**src/sv/tmco_pkg.sv**
```systemverilog
// ----------------------------------------------------------------------------
// tmco_pkg
// Shared widths, opcodes and types of the trimmed mean clock offset combiner.
// ----------------------------------------------------------------------------
package tmco_pkg;

	// field widths
	localparam int IDX_W  = 4;
	localparam int OFS_W  = 48;
	localparam int TIME_W = 48;
	localparam int USED_W = 5;

	// default number of source slots
	localparam int DEF_NUM_SOURCES = 16;

	// trimming and averaging constants
	localparam int TRIM_MIN  = 2;
	localparam int TRIM_DROP = 2;
	localparam int POW_CNT   = 8;
	localparam int POW_SHIFT = 3;

	// opcodes of an input word
	localparam logic OPC_REPORT = 1'b0;
	localparam logic OPC_RESYNC = 1'b1;

	// extreme offsets, start values of the max and min search
	localparam logic signed [OFS_W-1:0] OFS_MIN = {1'b1, {(OFS_W-1){1'b0}}};
	localparam logic signed [OFS_W-1:0] OFS_MAX = {1'b0, {(OFS_W-1){1'b1}}};

	// control from the sequencer to the slot walker
	typedef struct packed {
		logic wr_en;
		logic start;
	} walk_ctl_t;

endpackage

```
**src/sv/tmco_walk.sv**
```systemverilog
// ----------------------------------------------------------------------------
// tmco_walk
// Offset store and slot walker: reads one slot a cycle and accumulates the
// sum, maximum, minimum and count of the slots that count.
// ----------------------------------------------------------------------------
module tmco_walk import tmco_pkg::*; #(
	parameter int NUM_SOURCES = DEF_NUM_SOURCES
) (
	input  logic                                                clk,
	input  logic                                                arst_n,
	input  walk_ctl_t                                           ctl,
	input  logic [((NUM_SOURCES > 1) ? $clog2(NUM_SOURCES) : 1)-1:0] wr_addr,
	input  logic signed [OFS_W-1:0]                             wr_data,
	input  logic [NUM_SOURCES-1:0]                              flags,
	output logic                                                done,
	output logic signed [OFS_W+$clog2(NUM_SOURCES+1)-1:0]       total,
	output logic signed [OFS_W-1:0]                             hi,
	output logic signed [OFS_W-1:0]                             lo,
	output logic [$clog2(NUM_SOURCES+1)-1:0]                    count
);

	localparam int ADDR_W = (NUM_SOURCES > 1) ? $clog2(NUM_SOURCES) : 1;
	localparam int CNT_W  = $clog2(NUM_SOURCES + 1);
	localparam int SUM_W  = OFS_W + CNT_W;

	logic signed [OFS_W-1:0] mem_q [NUM_SOURCES];
	logic signed [OFS_W-1:0] rd_s1;
	logic                    vld_s1;
	logic                    last_s1;
	logic [CNT_W-1:0]        ptr_q;
	logic                    run_q;
	logic                    done_q;
	logic signed [SUM_W-1:0] total_q;
	logic signed [OFS_W-1:0] hi_q;
	logic signed [OFS_W-1:0] lo_q;
	logic [CNT_W-1:0]        count_q;

	// offset store, one write and one registered read port
	always_ff @(posedge clk) begin
		if (ctl.wr_en) begin
			mem_q[wr_addr] <= wr_data;
		end
		rd_s1 <= mem_q[ptr_q[ADDR_W-1:0]];
	end

	// slot pointer and read stage
	always_ff @(posedge clk or negedge arst_n) begin
		if (!arst_n) begin
			run_q   <= 1'b0;
			ptr_q   <= '0;
			vld_s1  <= 1'b0;
			last_s1 <= 1'b0;
			done_q  <= 1'b0;
		end else if (ctl.start) begin
			run_q   <= 1'b1;
			ptr_q   <= '0;
			vld_s1  <= 1'b0;
			last_s1 <= 1'b0;
			done_q  <= 1'b0;
		end else begin
			done_q <= last_s1;
			if (run_q) begin
				vld_s1  <= flags[ptr_q[ADDR_W-1:0]];
				last_s1 <= (ptr_q == CNT_W'(NUM_SOURCES - 1));
				run_q   <= (ptr_q != CNT_W'(NUM_SOURCES - 1));
				ptr_q   <= ptr_q + 1'b1;
			end else begin
				vld_s1  <= 1'b0;
				last_s1 <= 1'b0;
			end
		end
	end

	// sum, max, min and count of counted slots
	always_ff @(posedge clk) begin
		if (ctl.start) begin
			total_q <= '0;
			hi_q    <= OFS_MIN;
			lo_q    <= OFS_MAX;
			count_q <= '0;
		end else if (vld_s1) begin
			total_q <= total_q + SUM_W'(rd_s1);
			count_q <= count_q + 1'b1;
			if (rd_s1 > hi_q) begin
				hi_q <= rd_s1;
			end
			if (rd_s1 < lo_q) begin
				lo_q <= rd_s1;
			end
		end
	end

	assign done  = done_q;
	assign total = total_q;
	assign hi    = hi_q;
	assign lo    = lo_q;
	assign count = count_q;

endmodule

```
**src/sv/tmco_div.sv**
```systemverilog
// ----------------------------------------------------------------------------
// tmco_div
// Bit-serial restoring divider: one quotient bit a cycle, unsigned operands.
// ----------------------------------------------------------------------------
module tmco_div import tmco_pkg::*; #(
	parameter int DVD_W = OFS_W + USED_W,
	parameter int DVS_W = USED_W
) (
	input  logic             clk,
	input  logic             arst_n,
	input  logic             start,
	input  logic [DVD_W-1:0] dividend,
	input  logic [DVS_W-1:0] divisor,
	output logic             done,
	output logic [DVD_W-1:0] quotient
);

	localparam int STEP_W = $clog2(DVD_W + 1);

	logic [DVD_W-1:0]  quo_q;
	logic [DVS_W-1:0]  rem_q;
	logic [DVS_W-1:0]  dvs_q;
	logic [STEP_W-1:0] step_q;
	logic              done_q;
	logic [DVS_W:0]    trial;
	logic              fits;
	logic [DVS_W:0]    diff;

	// trial subtract of the next dividend bit
	always_comb begin
		trial = {rem_q, quo_q[DVD_W-1]};
		fits  = (trial >= {1'b0, dvs_q});
		diff  = trial - {1'b0, dvs_q};
	end

	// step counter
	always_ff @(posedge clk or negedge arst_n) begin
		if (!arst_n) begin
			step_q <= '0;
			done_q <= 1'b0;
		end else if (start) begin
			step_q <= STEP_W'(DVD_W);
			done_q <= 1'b0;
		end else begin
			done_q <= (step_q == STEP_W'(1));
			if (step_q != '0) begin
				step_q <= step_q - 1'b1;
			end
		end
	end

	// dividend shifts out as quotient shifts in
	always_ff @(posedge clk) begin
		if (start) begin
			quo_q <= dividend;
			rem_q <= '0;
			dvs_q <= divisor;
		end else if (step_q != '0) begin
			quo_q <= {quo_q[DVD_W-2:0], fits};
			rem_q <= fits ? diff[DVS_W-1:0] : trial[DVS_W-1:0];
		end
	end

	assign done     = done_q;
	assign quotient = quo_q;

endmodule

```
**src/sv/trimmed_mean_clock_offset.sv**
```systemverilog
// ----------------------------------------------------------------------------
// trimmed_mean_clock_offset
// Combines offsets reported by time sources into a trimmed mean and returns
// the network time for every input word.
//
// channel | direction | handshake            | payload
// input   | in        | in_valid / in_stall  | opcode, source_index, source_ok,
//         |           |                      | source_offset, local_time_ms
// output  | out       | out_valid / out_stall| clock_offset, sync_done,
//         |           |                      | used_count, network_time_ms
//
// A report is handled one slot per cycle in the walker, then one quotient bit
// per cycle in the serial divider; the input stalls until its word is loaded
// into the output register. Resync and out-of-range reports skip the walk.
// Eight counted offsets skip the divider (shift).
// Reset is asynchronous and clears all slot marks, sync-done and the offset.
// A stalled output word holds; the next input word is taken while it waits.
// ----------------------------------------------------------------------------
module trimmed_mean_clock_offset import tmco_pkg::*; #(
	parameter int NUM_SOURCES = DEF_NUM_SOURCES
) (
	input  logic                     clk,
	input  logic                     arst_n,
	input  logic                     in_valid,
	output logic                     in_stall,
	input  logic                     opcode,
	input  logic [IDX_W-1:0]         source_index,
	input  logic                     source_ok,
	input  logic signed [OFS_W-1:0]  source_offset,
	input  logic [TIME_W-1:0]        local_time_ms,
	output logic                     out_valid,
	input  logic                     out_stall,
	output logic signed [OFS_W-1:0]  clock_offset,
	output logic                     sync_done,
	output logic [USED_W-1:0]        used_count,
	output logic [TIME_W-1:0]        network_time_ms
);

	localparam int ADDR_W = (NUM_SOURCES > 1) ? $clog2(NUM_SOURCES) : 1;
	localparam int CNT_W  = $clog2(NUM_SOURCES + 1);
	localparam int SUM_W  = OFS_W + CNT_W;

	typedef enum logic [6:0] {
		S_IDLE    = 7'b0000001,
		S_WALK    = 7'b0000010,
		S_TRIM_HI = 7'b0000100,
		S_TRIM_LO = 7'b0001000,
		S_SEL     = 7'b0010000,
		S_DIV     = 7'b0100000,
		S_FIN     = 7'b1000000
	} tmco_state_t;

	tmco_state_t             state_q;
	logic [NUM_SOURCES-1:0]  rep_q;
	logic [NUM_SOURCES-1:0]  ok_q;
	logic                    synced_q;
	logic signed [OFS_W-1:0] comb_q;
	logic [TIME_W-1:0]       local_q;
	logic signed [SUM_W-1:0] total_q;
	logic [CNT_W-1:0]        cnt_q;
	logic                    neg_q;
	logic                    out_vld_q;
	logic signed [OFS_W-1:0] out_ofs_q;
	logic                    out_sync_q;
	logic [USED_W-1:0]       out_used_q;
	logic [TIME_W-1:0]       out_net_q;

	logic                    accept;
	logic                    in_range;
	logic [ADDR_W-1:0]       wr_addr;
	walk_ctl_t               walk_ctl;
	logic                    walk_done;
	logic signed [SUM_W-1:0] walk_total;
	logic signed [OFS_W-1:0] walk_hi;
	logic signed [OFS_W-1:0] walk_lo;
	logic [CNT_W-1:0]        walk_count;
	logic                    div_start;
	logic                    div_done;
	logic [SUM_W-1:0]        div_quo;
	logic [SUM_W-1:0]        tot_mag;
	logic [SUM_W-1:0]        quo_neg;
	logic signed [SUM_W-1:0] tot_asr;
	logic                    out_free;

	// input handshake and slot decode
	assign in_stall = (state_q != S_IDLE);
	assign accept   = in_valid && !in_stall;
	assign in_range = (32'(source_index) < NUM_SOURCES);
	assign wr_addr  = ADDR_W'(source_index);

	always_comb begin
		walk_ctl.wr_en = accept && (opcode == OPC_REPORT) && in_range;
		walk_ctl.start = walk_ctl.wr_en;
	end

	// operands for the final scaling
	assign tot_mag   = total_q[SUM_W-1] ? SUM_W'(-total_q) : SUM_W'(total_q);
	assign tot_asr   = total_q >>> POW_SHIFT;
	assign quo_neg   = -div_quo;
	assign div_start = (state_q == S_SEL) && (cnt_q != '0) && (32'(cnt_q) != POW_CNT);
	assign out_free  = !out_vld_q || !out_stall;

	tmco_walk #(
		.NUM_SOURCES(NUM_SOURCES)
	) u_walk (
		.clk    (clk),
		.arst_n (arst_n),
		.ctl    (walk_ctl),
		.wr_addr(wr_addr),
		.wr_data(source_offset),
		.flags  (rep_q & ok_q),
		.done   (walk_done),
		.total  (walk_total),
		.hi     (walk_hi),
		.lo     (walk_lo),
		.count  (walk_count)
	);

	tmco_div #(
		.DVD_W(SUM_W),
		.DVS_W(CNT_W)
	) u_div (
		.clk     (clk),
		.arst_n  (arst_n),
		.start   (div_start),
		.dividend(tot_mag),
		.divisor (cnt_q),
		.done    (div_done),
		.quotient(div_quo)
	);

	// sequencer and combiner state
	always_ff @(posedge clk or negedge arst_n) begin
		if (!arst_n) begin
			state_q  <= S_IDLE;
			rep_q    <= '0;
			ok_q     <= '0;
			synced_q <= 1'b0;
			comb_q   <= '0;
			cnt_q    <= '0;
		end else begin
			case (state_q)
				S_IDLE: begin
					if (accept) begin
						if (opcode == OPC_RESYNC) begin
							rep_q    <= '0;
							ok_q     <= '0;
							synced_q <= 1'b0;
							comb_q   <= '0;
							cnt_q    <= '0;
							state_q  <= S_FIN;
						end else if (in_range) begin
							rep_q[wr_addr] <= 1'b1;
							ok_q[wr_addr]  <= source_ok;
							synced_q       <= 1'b1;
							state_q        <= S_WALK;
						end else begin
							cnt_q   <= '0;
							state_q <= S_FIN;
						end
					end
				end
				S_WALK: begin
					if (walk_done) begin
						cnt_q   <= walk_count;
						state_q <= (32'(walk_count) > TRIM_MIN) ? S_TRIM_HI : S_SEL;
					end
				end
				S_TRIM_HI: begin
					cnt_q   <= cnt_q - CNT_W'(TRIM_DROP);
					state_q <= S_TRIM_LO;
				end
				S_TRIM_LO: begin
					state_q <= S_SEL;
				end
				S_SEL: begin
					if (cnt_q == '0) begin
						comb_q  <= '0;
						state_q <= S_FIN;
					end else if (32'(cnt_q) == POW_CNT) begin
						comb_q  <= tot_asr[OFS_W-1:0];
						state_q <= S_FIN;
					end else begin
						state_q <= S_DIV;
					end
				end
				S_DIV: begin
					if (div_done) begin
						comb_q  <= neg_q ? quo_neg[OFS_W-1:0] : div_quo[OFS_W-1:0];
						state_q <= S_FIN;
					end
				end
				S_FIN: begin
					if (out_free) begin
						state_q <= S_IDLE;
					end
				end
				default: begin
					state_q <= S_IDLE;
				end
			endcase
		end
	end

	// running sum, trimmed in two steps
	always_ff @(posedge clk) begin
		if (accept) begin
			local_q <= local_time_ms;
		end
		if (state_q == S_WALK && walk_done) begin
			total_q <= walk_total;
		end else if (state_q == S_TRIM_HI) begin
			total_q <= total_q - SUM_W'(walk_hi);
		end else if (state_q == S_TRIM_LO) begin
			total_q <= total_q - SUM_W'(walk_lo);
		end
		if (div_start) begin
			neg_q <= total_q[SUM_W-1];
		end
	end

	// output register
	always_ff @(posedge clk or negedge arst_n) begin
		if (!arst_n) begin
			out_vld_q <= 1'b0;
		end else if (state_q == S_FIN && out_free) begin
			out_vld_q <= 1'b1;
		end else if (!out_stall) begin
			out_vld_q <= 1'b0;
		end
	end

	always_ff @(posedge clk) begin
		if (state_q == S_FIN && out_free) begin
			out_ofs_q  <= comb_q;
			out_sync_q <= synced_q;
			out_used_q <= USED_W'(cnt_q);
			out_net_q  <= local_q + (synced_q ? TIME_W'(comb_q) : TIME_W'(0));
		end
	end

	assign out_valid       = out_vld_q;
	assign clock_offset    = out_ofs_q;
	assign sync_done       = out_sync_q;
	assign used_count      = out_used_q;
	assign network_time_ms = out_net_q;

	// a finished walk is only seen while the sequencer waits for it
	a_walk_done_in_walk: assert property (@(posedge clk) disable iff (!arst_n)
		walk_done |-> state_q == S_WALK)
		else $error("walk finished outside the walk state");

	// the divider never sees a zero divisor or the shift case
	a_div_divisor: assert property (@(posedge clk) disable iff (!arst_n)
		div_start |-> (cnt_q != '0) && (32'(cnt_q) != POW_CNT))
		else $error("divider started with a bad divisor");

	// an unsynced word carries no offset and no count
	a_unsynced_word: assert property (@(posedge clk) disable iff (!arst_n)
		out_valid && !sync_done |-> (clock_offset == '0) && (used_count == '0))
		else $error("unsynced word with an offset");

	// slot marks are cleared by a resync
	a_resync_clears: assert property (@(posedge clk) disable iff (!arst_n)
		accept && opcode == OPC_RESYNC |=> (rep_q == '0) && !synced_q)
		else $error("resync left slot marks");

	// the averaged count never exceeds the slot count
	a_used_range: assert property (@(posedge clk) disable iff (!arst_n)
		state_q == S_FIN |-> 32'(cnt_q) <= NUM_SOURCES)
		else $error("averaged count out of range");

endmodule

```
**config.mk**
```make
export PLATFORM = sky130hd
export DESIGN_NAME = trimmed_mean_clock_offset
export DESIGN_NICKNAME = d
export VERILOG_FILES = /design/src/sv/tmco_pkg.sv /design/src/sv/tmco_walk.sv /design/src/sv/tmco_div.sv /design/src/sv/trimmed_mean_clock_offset.sv
export SDC_FILE = /design/constraint.sdc
export NUM_CORES = 2
export LEC_CHECK = 0
export ABC_AREA = 1
export CORE_UTILIZATION = 33
export DETAILED_ROUTE_END_ITERATION = 8
export DONT_BUFFER_PORTS = 1
export GPL_ROUTABILITY_DRIVEN = 0
export SYNTH_ARGS = -nofsm -noshare
export SYNTH_HDL_FRONTEND = slang
export SYNTH_SLANG_ARGS = --single-unit
```
**constraint.sdc**
```tcl
create_clock -name clk -period 7.1 [get_ports clk]
set_clock_uncertainty 0.1 [all_clocks]
set_input_delay 0.71 -clock clk [delete_from_list [all_inputs] [get_ports clk]]
set_output_delay 0.71 -clock clk [all_outputs]
set_load 0.1 [all_outputs]
```
Word-level counts from Yosys, hierarchy flattened
Memories as Yosys holds them, arrays and structs flattened. A register that Yosys moved wholly into a read port is not among the register bits.
Index checks and enable logic that the tools add are counted.

operators by class
  add/subtract/negate cells = 11
  div/mod/pow operators = 0
  muxes and demuxes = 52
  bitwise gates (word level) = 3
  equality and inequality tests = 20
  shift-type cells = 0
  multipliers = 0
  reductions and logical operators = 25
  $lt $le $gt $ge = 7

operators by type and width
  kind                                                                           number
  48-bit two-way mux                                                             7
  53-bit two-way mux                                                             6
  48-bit one-hot mux with 3 select lines                                         1
  53-bit by 48-bit subtractor with 53-bit output                                 2
  53-bit by 48-bit adder with 53-bit output                                      1
  53-bit negator                                                                 1
  7-bit two-way mux                                                              7
  7-bit one-hot mux with 7 select lines                                          1
  48-bit adder                                                                   1
  48-bit greater-than comparator                                                 1
  48-bit less-than comparator                                                    1
  48-bit negator                                                                 1
  5-bit two-way mux                                                              7
  16-bit two-way mux                                                             2
  16-bit bitwise AND                                                             1
  16-bit bitwise mux                                                             1
  16-bit bitwise OR                                                              1
  1-bit two-way mux                                                              15
  5-bit one-hot mux with 3 select lines                                          1
  6-bit two-way mux                                                              2
  5-bit by 1-bit adder with 5-bit output (second input constant)                 2
  5-bit by 4-bit equality test with 1-bit output (second input constant)         2
  4-bit by 5-bit less-than comparator with 1-bit output (second input constant)  2
  5-bit by 4-bit != test with 1-bit output (second input constant)               2
  other kinds (32)                                                               50

storage, ports and cells
  bits in latches = 0
  ROM bits = 0
  memory bits (writable) = 768
  memories = 1
  word-level logic and storage cells = 147
  flip-flop bits (word level) = 531
  output and inout bits = 104

memory list
  name          depth  width  rd ports  clocked after Yosys merged registers in  wr ports  RTL line         RTL
  u_walk.mem_q  16     48     1         1                                        1         tmco_walk.sv:26  logic signed [OFS_W-1:0] mem_q [NUM_SOURCES];

Logic depth before layout (Yosys ltp)
  word-level depth = 6
  mapped depth = 22
  mapped depth without buffers = 20

Hierarchy
From an unflattened synthesis, not the netlist that was laid out.

unflattened totals
  cells, all modules = 7,832
  area, all modules = 69,889.5 µm²

modules (own cells, without submodules)
  module                     times used  area an instance (µm²)  cells an instance  sequential area each (µm²)
  tmco_walk                  1           43,513.0                4,158              27,331.2
  trimmed_mean_clock_offset  1           23,115.9                3,335              8,479.4
  tmco_div                   1           3,260.6                 339                2,016.9

Worst setup path after synthesis
OpenSTA, ideal clock, no wires.

  path kind = reg-to-reg
  from = reg out_vld_q, in the netlist out_valid
  to = reg out_ofs_q[0], in the netlist clock_offset[0] (enable)
  period minus slack after synthesis = 6.454 ns
  setup time = 0.596 ns
  data arrival time = 5.758 ns
  setup slack = 0.646 ns
  stages on the path, launching flop included = 2
  buffers on the path = 0
  cell sequence = dfrtp_1 a21oi_1

on the way
  longest elaborated chain between the ends = 3

RTL lines
  element                   RTL line                          RTL
  start: declaration        trimmed_mean_clock_offset.sv:62   logic out_vld_q;
  start signal: assignment  trimmed_mean_clock_offset.sv:225  out_vld_q <= 1'b0;
  start signal: assignment  trimmed_mean_clock_offset.sv:227  out_vld_q <= 1'b1;
  start signal: assignment  trimmed_mean_clock_offset.sv:229  out_vld_q <= 1'b0;
  1-bit zero test           trimmed_mean_clock_offset.sv:101  assign out_free = !out_vld_q || !out_stall;
  1-bit logical OR          trimmed_mean_clock_offset.sv:101
  1-bit logical AND         trimmed_mean_clock_offset.sv:234  if (state_q == S_FIN && out_free) begin
  end signal: assignment    trimmed_mean_clock_offset.sv:235  out_ofs_q <= comb_q;
  end: declaration          trimmed_mean_clock_offset.sv:63   logic signed [OFS_W-1:0] out_ofs_q;

Every way passes these cells.
A chain may end at the register's enable or synchronous reset.

Worst setup path in the final report
  from = reg state_q[1]
  to = reg total_q[24] (data pin)

on the way
  longest elaborated chain between the ends = 3
  elaborated cells between the ends (all ways) = 5
  classes of those cells = eq/ne (2); mux (2); reduce/logical (1)

RTL lines
  element                                                                                                                  RTL line                                                            RTL
  start: declaration                                                                                                       trimmed_mean_clock_offset.sv:53                                     tmco_state_t state_q;
  start signal: assignment                                                                                                 trimmed_mean_clock_offset.sv:166                                    state_q <= (32'(walk_count) > TRIM_MIN) ? S_TRIM_HI : S_SEL;
  7-bit by 3-bit equality test with 1-bit output / 7-bit by 2-bit equality test with 1-bit output (equally long branches)  trimmed_mean_clock_offset.sv:212, trimmed_mean_clock_offset.sv:210
  53-bit two-way mux / 1-bit logical AND (equally long branches)                                                           trimmed_mean_clock_offset.sv:212, trimmed_mean_clock_offset.sv:210
  53-bit two-way mux (*)                                                                                                   trimmed_mean_clock_offset.sv:210                                    if (state_q == S_WALK && walk_done) begin
  end signal: assignment                                                                                                   trimmed_mean_clock_offset.sv:211                                    total_q <= walk_total;
  end signal: assignment                                                                                                   trimmed_mean_clock_offset.sv:213                                    total_q <= total_q - SUM_W'(walk_hi);
  end signal: assignment                                                                                                   trimmed_mean_clock_offset.sv:215                                    total_q <= total_q - SUM_W'(walk_lo);
  end: declaration                                                                                                         trimmed_mean_clock_offset.sv:59                                     logic signed [SUM_W-1:0] total_q;

Mark *: on every way between the ends. The rest lies on a longest branch, timed or not.

==> impl_metrics.env <==
export IMPL_grt_overflow_total=0
export IMPL_fill_cells=20100
export IMPL_vdd_ir_drop_worst_mv=0.2863
export IMPL_slew_headroom=0.1422
export IMPL_setup_tns_ns=0
export IMPL_yosysTopAreaCellShare=0.4573
export IMPL_io_pins=210
export IMPL_rsz0062_at_grt="false"
export IMPL_drtIter0Drc=6200
export IMPL_die_w_um=454.7
export IMPL_wl_per_cell_um=22.05
export IMPL_fin_crit_sh=0.6496
export IMPL_clk_pin_slew_ns=0.06
export IMPL_stdcell_count=10090
export IMPL_multiInputGateArea_um2=25860
export IMPL_grt_pass1_vias=51790
export IMPL_ys_async_sr_fraction=0.08166
export IMPL_synth_largest_area_cell="edfxtp_1"
export IMPL_outcome="finished, final reports clean"
export IMPL_min_period_ns=4.612
export IMPL_netlist_instances=7255
export IMPL_clk_latency_ns=0.82
export IMPL_endpoint_kind="flip-flop"
export IMPL_synth_area_leaders="edfxtp_1 (46%), nand2_1 (7.7%), dfxtp_1 (6.1%)"
export IMPL_tightestPinTransition_ns=1.284
export IMPL_vias=54430
export IMPL_syn_area_per_cell_um2=9.323
export IMPL_crit_required_ns=7.50
export IMPL_ys_seq_elements=1347
export IMPL_cts_root_buf="clkbuf_16"
export IMPL_start_util=0.3333
export IMPL_synth_area_um2=67630
export IMPL_max_cap_violations=0
export IMPL_antenna_found_initial=15
export IMPL_final_core_util=0.3758
export IMPL_core_area_um2=202900
export IMPL_fp_dieArea_um2=206800
export IMPL_clockBufferDepth=3
export IMPL_place_area_um2=70480
export IMPL_synth_edf_count=1030
export IMPL_rows=165
export IMPL_total_power_mw=35.22
export IMPL_yosysSeqAreaShare=0.5593
export IMPL_cts_tree="done"
export IMPL_grt_max_degree=117
export IMPL_layout_drive_gt1_share=0.04819
export IMPL_grt_pass1_wl_um=330600
export IMPL_synth_fp_nets=7625
export IMPL_track_usage=0.2103
export IMPL_placedCellCount=9718
export IMPL_port_buffers=0
export IMPL_ys_types=65
export IMPL_leakagePower_nw=30.08
export IMPL_ff_latch_area_um2=37850
export IMPL_synth_commonest_cells="nand2_1 (1,395), edfxtp_1 (1,030), nor2_1 (916)"
export IMPL_final_max_slew_viol_count=0
export IMPL_setup_viol=0
export IMPL_routed_wl_um=222400
export IMPL_cts_inserted_buffers=141
export IMPL_syn_to_final_growth_pct=12.75
export IMPL_first_pass_iters=8
export IMPL_critPathMaxFanout=34
export IMPL_critPathKind="reg2reg"
export IMPL_p_per_area_nw_per_um2=461.9
export IMPL_max_freq_mhz=216.8
export IMPL_design_area_um2=76260
export IMPL_cts_resized=0
export IMPL_antenna_left=0
export IMPL_dpl_hpwl_um=154200
export IMPL_ys_flop_type="edfxtp_1"
export IMPL_yosysMostFrequentCell="nand2_1"
export IMPL_via_per_inst=5.395
export IMPL_hp_class="in2reg"
export IMPL_cp_start_kind="flip-flop"
export IMPL_drc=0
export IMPL_hold_violations=0
export IMPL_arrival_ns=5.01
export IMPL_cts_sinks=1347
export IMPL_htree_levels=4
export IMPL_fin_nets=7658
export IMPL_ys_warn_count=0
export IMPL_die_height_um=454.7
==> cell type report <==
cell class,instances,area share
Clock buffer,189,0.05091
Inverter,771,0.03810
Clock inverter,74,0.01139
Antenna cell,8,0.0002625
Tap cell,2672,0.04384
Timing Repair Buffer,164,0.02012
Sequential cell,1347,0.4963
Multi-Input combinational cell,4863,0.3391
==> worst paths after layout <==
| check | start | end | slack [ns] | depth (start not counted) |
|---|---|---|---|---|
| setup reg to reg | state_q[1] | total_q[24] | 2.49 | 17 |
| hold / removal | opcode | u_walk.total[52] | 0.09 | 2 |
| max in group asynchronous | arst_n | u_walk.vld_s1 | 5.75 | 2 |
| hold reg to reg | u_walk.lo[21] | u_walk.lo[21] | 0.36 | 2 |
| setup / recovery | state_q[1] | total_q[24] | 2.49 | 17 |
| min in group asynchronous | arst_n | comb_q[42] | 0.40 | 2 |
==> worst max-delay path, stage by stage (launching register included) <==
cell and delay (ns):
dfrtp_1 0.42, nor2_1 0.16, inv_1 0.08, nor3_1 0.19
nand2_2 0.41, o21ai_0 0.44, ha_1 0.28, inv_1 0.15
fa_1 0.55, nand3_1 0.12, nand2_1 0.16, a21oi_1 0.31
inv_1 0.10, nand4_1 0.13, nand3_1 0.21, or2_2 0.34
nand3_1 0.11, nand2_1 0.08
==> metrics by stage <==
stage / worst slack, ns / hold slack [ns]
after global placement: 2.305 / 0.3205
final: 2.488 / 0.09493
after global routing: 2.202 / 0.05861
after detailed placement: 2.612 / 0.3215
after CTS: 2.584 / 0.01529
after floorplan: 0.6457 / 0.3126
==> flip-flops by register name, indices dropped and copies added (netlist names), 6 cells and up <==
register         cells
u_walk.total        53
u_div.quotient      53
local_q             48
network_time_ms     48
comb_q              48
state_q              7
rep_q               16
u_walk.hi           48
total_q             53
ok_q                16
u_walk.rd_s1        48
clock_offset        48
u_walk.mem_q       768
u_div.step_q         6
u_walk.lo           48
==> cell usage in the layout, fill, tap and decap left out, types with 29 or more instances in the layout <==
master,instances
xnor2_1,45
clkbuf_16,143
a221oi_1,191
a22oi_1,39
clkbuf_1,32
o21bai_1,50
buf_4,62
edfxtp_1,1030
clkinv_2,29
a21oi_1,350
dfxtp_1,207
nor3_1,83
nand3_1,374
ha_1,260
inv_1,743
o21ai_0,668
xor2_1,99
nand4_1,123
nand2_1,1392
nor2_1,914
o211ai_1,29
dfrtp_1,103
dlygate4sd3_1,98
==> metal layers <==
layer,track usage,wire [um],vias up
li1,-,-,25240
met1,0.2810,93850,26270
met2,0.3362,101000,2453
met3,0.03494,18220,445
met4,0.08865,9297,18
met5,0,123,-
==> report_power, final <==
group,switching (mW),internal [mW],leakage [nW],total (mW)
Clock,3.35,4.18,2.30,7.53
Sequential,2.67,10.1,12.5,12.8
Combinational,10.1,4.78,15.3,14.9
==> cell families (layout without fill, tap and decap cells) <==
group | count (synthesis) | in the layout | share of synthesized area
AND/OR/NAND/NOR | 2966 | 2966 | 0.1816
AO/OA/AOI/OAI | 1479 | 1479 | 0.1302
flip-flops | 1347 | 1347 | 0.5593
buffers and inverters | 1045 | 1198 | 0.05944
adder cells (fa/ha/maj) | 264 | 264 | 0.04928
XOR/XNOR | 144 | 144 | 0.01865
multiplexers | 10 | 10 | 0.001480
other | 0 | 8 | 0
==> what timing repair did <==
| item | in CTS | in global routing |
|---|---|---|
| hold endpoints to repair | 927 | 0 |
| setup buffers | 0 | 0 |
| hold buffers | 99 | 0 |
Note: power is estimated with default switching activity, not from simulation.
